===== src/rtl/das_pkg.sv =====
// shared types and constants for the daily actuator scheduler
package das_pkg;

    localparam int COUNT_WIDTH = 20;
    localparam int HOUR_WIDTH  = 5;
    localparam int MIN_WIDTH   = 6;
    localparam int PULSE_WIDTH = 20;
    localparam int CFG_WIDTH   = 20;
    localparam int IDX_WIDTH   = 3;
    localparam int IN_WIDTH    = 16;
    localparam int OUT_WIDTH   = 8;

    localparam logic [IDX_WIDTH-1:0] REG_FEED_FIRST_HOUR    = 3'd0;
    localparam logic [IDX_WIDTH-1:0] REG_FEED_FIRST_MINUTE  = 3'd1;
    localparam logic [IDX_WIDTH-1:0] REG_FEED_SECOND_HOUR   = 3'd2;
    localparam logic [IDX_WIDTH-1:0] REG_FEED_SECOND_MINUTE = 3'd3;
    localparam logic [IDX_WIDTH-1:0] REG_CLEAN_HOUR         = 3'd4;
    localparam logic [IDX_WIDTH-1:0] REG_CLEAN_MINUTE       = 3'd5;
    localparam logic [IDX_WIDTH-1:0] REG_PULSE_TICKS        = 3'd6;

    localparam logic [HOUR_WIDTH-1:0]  FEED_FIRST_HOUR_RST    = 5'd6;
    localparam logic [MIN_WIDTH-1:0]   FEED_FIRST_MINUTE_RST  = 6'd0;
    localparam logic [HOUR_WIDTH-1:0]  FEED_SECOND_HOUR_RST   = 5'd18;
    localparam logic [MIN_WIDTH-1:0]   FEED_SECOND_MINUTE_RST = 6'd0;
    localparam logic [HOUR_WIDTH-1:0]  CLEAN_HOUR_RST         = 5'd12;
    localparam logic [MIN_WIDTH-1:0]   CLEAN_MINUTE_RST       = 6'd0;
    localparam logic [PULSE_WIDTH-1:0] PULSE_TICKS_RST        = 20'd5000;

    typedef struct packed {
        logic [HOUR_WIDTH-1:0]  feed_first_hour;
        logic [MIN_WIDTH-1:0]   feed_first_minute;
        logic [HOUR_WIDTH-1:0]  feed_second_hour;
        logic [MIN_WIDTH-1:0]   feed_second_minute;
        logic [HOUR_WIDTH-1:0]  clean_hour;
        logic [MIN_WIDTH-1:0]   clean_minute;
        logic [PULSE_WIDTH-1:0] pulse_ticks;
    } das_cfg_t;

    typedef struct packed {
        logic [HOUR_WIDTH-1:0] clock_hour;
        logic [MIN_WIDTH-1:0]  clock_minute;
        logic                  clock_valid;
        logic                  manual_feed_request;
        logic                  manual_clean_request;
    } das_in_t;

    typedef struct packed {
        logic dispenser_open;
        logic cleaner_on;
        logic feed_is_manual;
        logic clean_is_manual;
        logic feed_rejected;
        logic clean_rejected;
    } das_res_t;

endpackage


===== src/rtl/daily_actuator_scheduler.sv =====
// top level of the daily actuator scheduler
//
// each input word is one tick of the time base: clock time, clock-valid bit
// and manual feed and clean requests. each tick yields exactly one output
// word with the dispenser and cleaner drive levels, the manual marks of the
// running pulses and the rejection flags of this tick's manual requests.
// schedule and pulse length are set through the write port (cfg_we,
// cfg_index, cfg_data); the user must write only while the block is idle,
// the block does not enforce it. unknown indexes are ignored. throughput
// is one word per cycle while s_tready is high, set by the single register
// stage around the per-tick logic. a skid stage behind the result register
// lets one more word in while the receiver stalls; s_tready drops only when
// both hold a word. reset clears all channel state and output valids and
// loads the default schedule (06:00, 18:00 feed, 12:00 clean, 5000 ticks).
module daily_actuator_scheduler
    import das_pkg::*;
(
    input  logic                   clk,
    input  logic                   rst_n,
    input  logic                   s_tvalid,
    output logic                   s_tready,
    // clock_hour, clock_minute, clock_valid, manual_feed_request,
    // manual_clean_request, zero fill
    input  logic [IN_WIDTH-1:0]    s_tdata,
    output logic                   m_tvalid,
    input  logic                   m_tready,
    // dispenser_open, cleaner_on, feed_is_manual, clean_is_manual,
    // feed_rejected, clean_rejected, zero fill
    output logic [OUT_WIDTH-1:0]   m_tdata,
    input  logic                   cfg_we,
    input  logic [IDX_WIDTH-1:0]   cfg_index,
    input  logic [CFG_WIDTH-1:0]   cfg_data
);

    das_cfg_t cfg_reg;
    das_in_t  item;
    das_res_t result;
    das_res_t out_word;
    logic     accept;

    always_ff @(posedge clk or negedge rst_n)
    begin
        if (!rst_n)
        begin
            cfg_reg.feed_first_hour    <= FEED_FIRST_HOUR_RST;
            cfg_reg.feed_first_minute  <= FEED_FIRST_MINUTE_RST;
            cfg_reg.feed_second_hour   <= FEED_SECOND_HOUR_RST;
            cfg_reg.feed_second_minute <= FEED_SECOND_MINUTE_RST;
            cfg_reg.clean_hour         <= CLEAN_HOUR_RST;
            cfg_reg.clean_minute       <= CLEAN_MINUTE_RST;
            cfg_reg.pulse_ticks        <= PULSE_TICKS_RST;
        end
        else if (cfg_we)
        begin
            case (cfg_index)
                REG_FEED_FIRST_HOUR:    cfg_reg.feed_first_hour    <= cfg_data[HOUR_WIDTH-1:0];
                REG_FEED_FIRST_MINUTE:  cfg_reg.feed_first_minute  <= cfg_data[MIN_WIDTH-1:0];
                REG_FEED_SECOND_HOUR:   cfg_reg.feed_second_hour   <= cfg_data[HOUR_WIDTH-1:0];
                REG_FEED_SECOND_MINUTE: cfg_reg.feed_second_minute <= cfg_data[MIN_WIDTH-1:0];
                REG_CLEAN_HOUR:         cfg_reg.clean_hour         <= cfg_data[HOUR_WIDTH-1:0];
                REG_CLEAN_MINUTE:       cfg_reg.clean_minute       <= cfg_data[MIN_WIDTH-1:0];
                REG_PULSE_TICKS:        cfg_reg.pulse_ticks        <= cfg_data[PULSE_WIDTH-1:0];
                default:
                begin
                end
            endcase
        end
    end

    assign item.clock_hour           = s_tdata[4:0];
    assign item.clock_minute         = s_tdata[10:5];
    assign item.clock_valid          = s_tdata[11];
    assign item.manual_feed_request  = s_tdata[12];
    assign item.manual_clean_request = s_tdata[13];

    assign accept = s_tvalid && s_tready;

    das_core u_core (
        .clk    (clk),
        .rst_n  (rst_n),
        .accept (accept),
        .item   (item),
        .cfg    (cfg_reg),
        .result (result)
    );

    das_out u_out (
        .clk       (clk),
        .rst_n     (rst_n),
        .accept    (accept),
        .result    (result),
        .in_ready  (s_tready),
        .out_valid (m_tvalid),
        .out_ready (m_tready),
        .out_word  (out_word)
    );

    assign m_tdata = {2'b00, out_word.clean_rejected, out_word.feed_rejected,
                      out_word.clean_is_manual, out_word.feed_is_manual,
                      out_word.cleaner_on, out_word.dispenser_open};

endmodule


===== src/rtl/das_core.sv =====
// channel state and per-tick scheduling decisions
module das_core
    import das_pkg::*;
(
    input  logic     clk,
    input  logic     rst_n,
    input  logic     accept,
    input  das_in_t  item,
    input  das_cfg_t cfg,
    output das_res_t result
);

    localparam logic [COUNT_WIDTH-1:0] COUNT_MAX = '1;

    logic                   feed_busy_reg, feed_busy_next;
    logic [COUNT_WIDTH-1:0] feed_elapsed_reg, feed_elapsed_next;
    logic                   feed_first_done_reg, feed_first_done_next;
    logic                   feed_second_done_reg, feed_second_done_next;
    logic                   feed_manual_reg, feed_manual_next;
    logic                   clean_busy_reg, clean_busy_next;
    logic [COUNT_WIDTH-1:0] clean_elapsed_reg, clean_elapsed_next;
    logic                   clean_done_reg, clean_done_next;
    logic                   clean_manual_reg, clean_manual_next;
    logic                   feed_rej, clean_rej;
    logic                   midnight;

    always_comb
    begin
        feed_busy_next        = feed_busy_reg;
        feed_first_done_next  = feed_first_done_reg;
        feed_second_done_next = feed_second_done_reg;
        feed_manual_next      = feed_manual_reg;
        clean_busy_next       = clean_busy_reg;
        clean_done_next       = clean_done_reg;
        clean_manual_next     = clean_manual_reg;
        feed_rej              = 1'b0;
        clean_rej             = 1'b0;
        midnight = (item.clock_hour == '0) && (item.clock_minute == '0);

        // saturating tick counters
        if (feed_busy_reg && (feed_elapsed_reg != COUNT_MAX))
        begin
            feed_elapsed_next = feed_elapsed_reg + 1'b1;
        end
        else
        begin
            feed_elapsed_next = feed_elapsed_reg;
        end
        if (clean_busy_reg && (clean_elapsed_reg != COUNT_MAX))
        begin
            clean_elapsed_next = clean_elapsed_reg + 1'b1;
        end
        else
        begin
            clean_elapsed_next = clean_elapsed_reg;
        end

        // manual requests
        if (item.manual_feed_request)
        begin
            if (!feed_busy_reg)
            begin
                feed_busy_next    = 1'b1;
                feed_elapsed_next = '0;
                feed_manual_next  = 1'b1;
            end
            else
            begin
                feed_rej = 1'b1;
            end
        end
        if (item.manual_clean_request)
        begin
            if (!clean_busy_reg)
            begin
                clean_busy_next    = 1'b1;
                clean_elapsed_next = '0;
                clean_manual_next  = 1'b1;
            end
            else
            begin
                clean_rej = 1'b1;
            end
        end

        // scheduled work
        if (item.clock_valid)
        begin
            if ((item.clock_hour == cfg.feed_first_hour) &&
                (item.clock_minute == cfg.feed_first_minute) &&
                !feed_first_done_next && !feed_busy_next)
            begin
                feed_busy_next       = 1'b1;
                feed_elapsed_next    = '0;
                feed_first_done_next = 1'b1;
            end
            if ((item.clock_hour == cfg.feed_second_hour) &&
                (item.clock_minute == cfg.feed_second_minute) &&
                !feed_second_done_next && !feed_busy_next)
            begin
                feed_busy_next        = 1'b1;
                feed_elapsed_next     = '0;
                feed_second_done_next = 1'b1;
            end
            if (feed_busy_next && (32'(feed_elapsed_next) > 32'(cfg.pulse_ticks)))
            begin
                feed_busy_next   = 1'b0;
                feed_manual_next = 1'b0;
            end
            if (midnight)
            begin
                feed_first_done_next  = 1'b0;
                feed_second_done_next = 1'b0;
            end

            if ((item.clock_hour == cfg.clean_hour) &&
                (item.clock_minute == cfg.clean_minute) &&
                !clean_done_next && !clean_busy_next)
            begin
                clean_busy_next    = 1'b1;
                clean_elapsed_next = '0;
                clean_done_next    = 1'b1;
            end
            if (clean_busy_next && (32'(clean_elapsed_next) > 32'(cfg.pulse_ticks)))
            begin
                clean_busy_next   = 1'b0;
                clean_manual_next = 1'b0;
            end
            if (midnight && clean_done_next && !clean_busy_next)
            begin
                clean_done_next = 1'b0;
            end
        end
    end

    always_ff @(posedge clk or negedge rst_n)
    begin
        if (!rst_n)
        begin
            feed_busy_reg        <= 1'b0;
            feed_elapsed_reg     <= '0;
            feed_first_done_reg  <= 1'b0;
            feed_second_done_reg <= 1'b0;
            feed_manual_reg      <= 1'b0;
            clean_busy_reg       <= 1'b0;
            clean_elapsed_reg    <= '0;
            clean_done_reg       <= 1'b0;
            clean_manual_reg     <= 1'b0;
        end
        else if (accept)
        begin
            feed_busy_reg        <= feed_busy_next;
            feed_elapsed_reg     <= feed_elapsed_next;
            feed_first_done_reg  <= feed_first_done_next;
            feed_second_done_reg <= feed_second_done_next;
            feed_manual_reg      <= feed_manual_next;
            clean_busy_reg       <= clean_busy_next;
            clean_elapsed_reg    <= clean_elapsed_next;
            clean_done_reg       <= clean_done_next;
            clean_manual_reg     <= clean_manual_next;
        end
    end

    assign result.dispenser_open  = feed_busy_next;
    assign result.cleaner_on      = clean_busy_next;
    assign result.feed_is_manual  = feed_manual_next;
    assign result.clean_is_manual = clean_manual_next;
    assign result.feed_rejected   = feed_rej;
    assign result.clean_rejected  = clean_rej;

endmodule


===== src/rtl/das_out.sv =====
// result register with skid stage
module das_out
    import das_pkg::*;
(
    input  logic     clk,
    input  logic     rst_n,
    input  logic     accept,
    input  das_res_t result,
    output logic     in_ready,
    output logic     out_valid,
    input  logic     out_ready,
    output das_res_t out_word
);

    logic     out_valid_reg, out_valid_next;
    das_res_t out_word_reg, out_word_next;
    logic     skid_valid_reg, skid_valid_next;
    das_res_t skid_word_reg, skid_word_next;

    always_comb
    begin
        out_valid_next  = out_valid_reg;
        out_word_next   = out_word_reg;
        skid_valid_next = skid_valid_reg;
        skid_word_next  = skid_word_reg;
        if (accept)
        begin
            if (!out_valid_reg || out_ready)
            begin
                out_valid_next = 1'b1;
                out_word_next  = result;
            end
            else
            begin
                skid_valid_next = 1'b1;
                skid_word_next  = result;
            end
        end
        else if (out_valid_reg && out_ready)
        begin
            if (skid_valid_reg)
            begin
                out_word_next   = skid_word_reg;
                skid_valid_next = 1'b0;
            end
            else
            begin
                out_valid_next = 1'b0;
            end
        end
    end

    always_ff @(posedge clk or negedge rst_n)
    begin
        if (!rst_n)
        begin
            out_valid_reg  <= 1'b0;
            skid_valid_reg <= 1'b0;
        end
        else
        begin
            out_valid_reg  <= out_valid_next;
            skid_valid_reg <= skid_valid_next;
        end
    end

    always_ff @(posedge clk)
    begin
        out_word_reg  <= out_word_next;
        skid_word_reg <= skid_word_next;
    end

    assign in_ready  = !skid_valid_reg;
    assign out_valid = out_valid_reg;
    assign out_word  = out_word_reg;

endmodule


===== config.mk =====
export PLATFORM = sky130hd
export DESIGN_NAME = daily_actuator_scheduler
export DESIGN_NICKNAME = d
export VERILOG_FILES = /design/src/rtl/das_pkg.sv /design/src/rtl/daily_actuator_scheduler.sv /design/src/rtl/das_core.sv /design/src/rtl/das_out.sv
export SDC_FILE = /design/constraint.sdc
export NUM_CORES = 1
export LEC_CHECK = 0
export ABC_AREA = 1
export BUFFER_PORTS_ARGS = -buffer_cell sky130_fd_sc_hd__buf_2
export CAP_MARGIN = 20
export CORE_MARGIN = 5
export CORE_UTILIZATION = 60
export DETAILED_ROUTE_END_ITERATION = 8
export PLACE_DENSITY_LB_ADDON = 0.3
export SETUP_SLACK_MARGIN = 0.1
export SYNTH_ARGS = -nofsm -noshare
export SYNTH_HDL_FRONTEND = slang
export SYNTH_HIERARCHICAL = 1
export SYNTH_SLANG_ARGS = --single-unit

===== constraint.sdc =====
create_clock -name clk -period 5.4 [get_ports clk]
set_clock_uncertainty 0.2 [all_clocks]
set_input_delay 1.35 -clock clk [delete_from_list [all_inputs] [get_ports clk]]
set_output_delay 1.35 -clock clk [all_outputs]
set_load 0.02 [all_outputs]

Yosys cells after proc, flatten, opt, wreduce, memory -nomap -nowiden
Index checks and enable logic that the tools add are counted.
{"block": "word_totals", "regBits": 114, "in_bits": 44, "output_inout_bits": 10, "elab_cells": 157}
{"block": "classes", "addsub": 2, "magnitude_cmp": 2, "n_eq_ne": 17, "mux": 56, "bitwise_logic": 1, "reduce_logical": 49}
{"op": "$mux W20", "n": 13}
{"op": "$add A20 B1 Y20 const B", "n": 2}
{"op": "$gt A20 B20 Y1", "n": 2}
{"op": "$ne A20 B20 Y1 const B", "n": 2}
{"op": "$mux W1", "n": 39}
{"op": "$mux W6", "n": 4}
{"op": "$reduce_and A2 Y1", "n": 10}
{"op": "$eq A6 B6 Y1", "n": 3}
{"op": "$logic_and A1 B1 Y1", "n": 18}
{"op": "$eq A5 B5 Y1", "n": 3}
{"op": "$reduce_and A3 Y1", "n": 4}
{"op": "$eq A3 B3 Y1 const B", "n": 3}
{"op": "$logic_not A1 Y1", "n": 9}
{"op": "$reduce_bool A2 Y1", "n": 4}
{"op": "$eq A3 B2 Y1 const B", "n": 2}
{"op": "$logic_not A6 Y1", "n": 1}
{"op": "$logic_not A5 Y1", "n": 1}
{"op": "$ne A2 B2 Y1 const B", "n": 2}
{"op": "$eq A3 B1 Y1 const B", "n": 1}
{"op": "$logic_not A3 Y1", "n": 1}
{"op": "$ne A2 B1 Y1 const B", "n": 1}
{"op": "$logic_or A1 B1 Y1", "n": 1}
{"op": "$not A1 Y1", "n": 1}

Longest topological paths before layout
{"block": "depth", "word_depth": 16, "mapped_depth": 27, "mapped_depth_nobuf": 25}

Modules after synthesis
Netlist, hierarchy kept.
{"mod": "das_core", "n_inst": 1, "cells_each": 919, "area_each_um2": 5375.2, "seq_area_each_um2": 1176.1}
{"mod": "daily_actuator_scheduler", "n_inst": 1, "cells_each": 249, "area_each_um2": 2158.3, "seq_area_each_um2": 1340.0}
{"mod": "das_out", "n_inst": 1, "cells_each": 48, "area_each_um2": 566.8, "seq_area_each_um2": 410.4}

Worst setup path before layout
Ideal clock, no wire load.
{"block": "synth_path", "path_kind": "input -> register", "startpoint": "input port s_tdata[7]", "endpoint": "register u_out.out_word_reg, in the netlist u_out/out_word[2] (data pin)", "setup_ps": 252, "arrival_ps": 3544, "required_time_ps": 4948, "path_slack_ps": 1404, "path_stages": 22, "n_path_buf": 2, "path_cell_list": "inv_1 > nand2_1 > o21ai_0 > nor2_1 > nand2_1 > nor2_1 > nand2_1 > nor3_2 > buf_2 > nor2_1 > ha_1 > nand2_1 > nor2_1 > nand2_1 > nor2_1 > nand2_1 > nand3_1 > nand4_1 > and2_1 > buf_4 > nand2_1 > nand2_1"}
{"element": "start: declaration", "line_no": "daily_actuator_scheduler.sv:24", "text": "input logic [IN_WIDTH-1:0] s_tdata,"}
{"element": "end signal: assignment", "line_no": "das_out.sv:69", "text": "out_word_reg <= out_word_next;"}
{"element": "end: declaration", "line_no": "das_out.sv:16", "text": "das_res_t out_word_reg, out_word_next;"}

==> impl_metrics.csv <==
group,metric,value,unit
outcome,status,"finished, final reports clean",
power_and_ir_drop,p_leak,4.765,nW
sta,worst_pin_slew,0.8892,ns
power_and_ir_drop,power,2.466,mW
place,io_buffers,49,
clock_tree,ctsResizeCount,0,
power_and_ir_drop,p_per_area,276.6,nW/um2
clock_tree,cts_buffers,17,
clock_tree,cts_setup_buffers,0,
worst_hold_path,hold_path.class,"reg2reg",
synthesis,synth_compound_area_share,5.947,%
synthesis,synthAdderAreaFrac,6.487,%
synthesis,synth-seq-area-share,36.13,%
final_layout,n_antenna_cell,0,
global_routing,grt_pass1_vias,7114,
critical_path,cp.required,5.37,ns
synthesis,synth_area_per_cell,6.661,um2
clock_tree,h-tree-depth,4,
sta,setup_ws,0.9312,ns
drt,drc,0,
place,post-place-ws,0.5158,ns
synthesis,synth.area.mux_share,0,%
floorplan,die-height,126.2,um
clock_tree,numClockSinks,114,
power_and_ir_drop,peakVddDrop,0.0002502,V
critical_path,cp_max_fo,12,
power_and_ir_drop,p_int,1.751,mW
drt,first_pass_iters,5,
drt,num_vias,7655,
synthesis,synth_top_family_by_area,"simple AND/OR/NAND/NOR gates",
sta,setup_violations,0,
sta,finalCriticalPeriod,4.469,ns
critical_path,end_kind,"register",
sta,drv_slew,0,
synthesis,synth_edf_count,12,
power_and_ir_drop,p_sw,0.7146,mW
run,maxCapViolations,0,
sta,hold_viol_final,0,
final_layout,post-route-util,67.32,%
global_routing,antenna_found_initial,0,
synthesis,yosysUniqueCellTypes,42,
final_layout,final_nets,1337,
critical_path,path_class,"in2reg",
floorplan,die_w,126.2,um
drt,antenna_left,0,
drt,viasPerCell,5.316,
drt,wire_per_inst,13.83,um
final_layout,final_common_cell,"nand2_1",
global_routing,overflow,0,
clock_tree,cts_tree,"done",
power_and_ir_drop,pwr-share-seq,40.8,%
global_routing,grt_usage,25.66,%
clock_tree,cts_hold_buffers,0,
clock_tree,clkTransAtPathRegs,0.06,ns
final_layout,final_cell_mix,"nand2_1, inv_1, nor2_1",
floorplan,core_region_area,13240,um2
synthesis,synth_area,8100,um2
floorplan,num_rows,42,
floorplan,die_area,15920,um2
critical_path,arrival,4.44,ns
sta,tns,0,ns
synthesis,synth_xor_area_share,1.730,%
global_routing,grt_max_degree,69,
final_layout,largest_reg_flops,53,
floorplan,ios,54,
sta,relSlewSlack,40.72,%
place,place_congestion,0.8770,
sta,post-route-period-util,82.76,%
synthesis,synthSimpleGateAreaFrac,39.14,%
sta,fmax,223.8,MHz
clock_tree,clockBufferDepth,2,
synthesis,synth-async-reset-ratio,89.47,%
floorplan,initial_core_util,61.17,%
synthesis,synthCells,1216,
synthesis,ys_ff_latch,114,
sta,rsz0062_at_grt,"no",
synthesis,synth-main-ff-cell,"dfrtp_1",
critical_path,crit_path_start_kind,"input pin",
final_layout,drive_gt1_share,9.731,%
power_and_ir_drop,power.share.clock,42.8,%
power_and_ir_drop,switching_share,28.98,%
drt,wl,19.91,mm
power_and_ir_drop,combPwrFrac,16.4,%
clock_tree,insertion_delay,0.42,ns
final_layout,area_growth,10.06,%
place,dpl.hpwl,14.52,mm
drt,drtIter0Drc,708,
clock_tree,clockRootBuffer,"clkbuf_16",
worst_hold_path,whs_path_depth,2,
synthesis,yosys_warnings,6,
critical_path,r2r_cells,23,
global_routing,grt_pass1_wl,33.44,mm
-- power by group through the flow --
stage / sequential (mW) / clock, mW / combinational [mW]
global route: 1.02 / 1.11 / 0.467
global placement: 1.02 / 0 / 0.381
detailed placement: 1.02 / 0 / 0.395
finish: 1.01 / 1.06 / 0.404
floorplan: 1.00 / 0 / 0.285
CTS: 1.01 / 1.07 / 0.399
-- cells in the mapped netlist (4+ instances only) --
cell type	number	area, um2
ha_1	42	525.5
nor2_1	135	506.7
edfxtp_1	12	360.4
nand3b_1	7	52.55
o21ai_0	30	150.1
buf_2	12	60.06
dfrtp_1	91	2277
buf_4	12	90.09
nand3_1	100	500.5
xor2_1	11	96.34
o21ai_1	6	30.03
xnor2_1	5	43.79
clkbuf_1	10	37.54
inv_2	7	26.28
a21oi_1	23	115.1
nor3_1	13	65.06
buf_6	7	78.83
o21ai_2	4	35.03
dfstp_2	11	289.0
o22ai_1	12	75.07
nand4_1	15	93.84
inv_1	148	555.5
nand2_1	469	1760
-- per-stage QoR --
step / cell area [um2] / hold slack [ns] / std cells
floorplan: 8104 / 0.2419 / 1217
global placement: 8351 / 0.2580 / 1407
detailed placement: 8351 / 0.2620 / 1407
CTS: 8904 / 0.2723 / 1439
global route: 8915 / 0.2892 / 1440
finish: 8915 / 0.2717 / 1440
-- worst paths after layout --
check	from	to	slack, ns
setup reg to reg	u_core/clean_elapsed_reg[0]	u_out/out_word[2]	1.36
hold / removal	cfg_reg[3]	cfg_reg[3]	0.27
hold reg to reg	cfg_reg[3]	cfg_reg[3]	0.27
min in group asynchronous	rst_n	u_core/feed_elapsed_reg[16]	0.85
max in group asynchronous	rst_n	cfg_reg[3]	3.14
setup / recovery	s_tdata[7]	u_out/out_word[3]	0.93
-- critical path: stages --
cell and delay, ns:
buf_2 0.09, inv_1 0.21, o21ai_0 0.12, nor2_1 0.09, nand2_1 0.07, nor2_1 0.13
nand2_1 0.11, a21oi_2 0.51, nor3_1 0.10, ha_1 0.32, nand2_1 0.07, nor2_1 0.18
nand2_1 0.13, nor2_1 0.14, nand3_1 0.11, nand2_1 0.07, nor2_1 0.04, nor2_1 0.23
a31oi_1 0.18, nand2_1 0.10, nand2_1 0.07
-- final cells by class --
type                            count  area (um2)
Timing Repair Buffer               56       304.0
Fill cell                        1196        4328
Multi-Input combinational cell    906        4325
Inverter                          156       585.6
Clock buffer                       22       464.2
Clock inverter                     10       88.84
Tap cell                          176       220.2
Sequential cell                   114        2927
-- per-layer routing --
metal | vias up | GRT usage (%) | share of wire (%) | wire length (um)
li1 | 3878 | - | - | -
met1 | 3479 | 35.35 | 45 | 8970
met2 | 257 | 40.56 | 46 | 9180
met3 | 41 | 4.699 | 6.9 | 1368
met4 | 0 | 9.527 | 2.0 | 394
met5 | - | 0 | 0 | 0
-- kinds of logic (layout without fill, tap and decap cells) --
group / after synthesis / after routing
buffers and inverters: 197 / 244
AND/OR/NAND/NOR: 761 / 761
adder cells (fa/ha/maj): 42 / 42
AO/OA/AOI/OAI: 85 / 85
XOR/XNOR: 16 / 16
flip-flops: 114 / 114
other: 1 / 2
(Power assumes the default switching activity.)
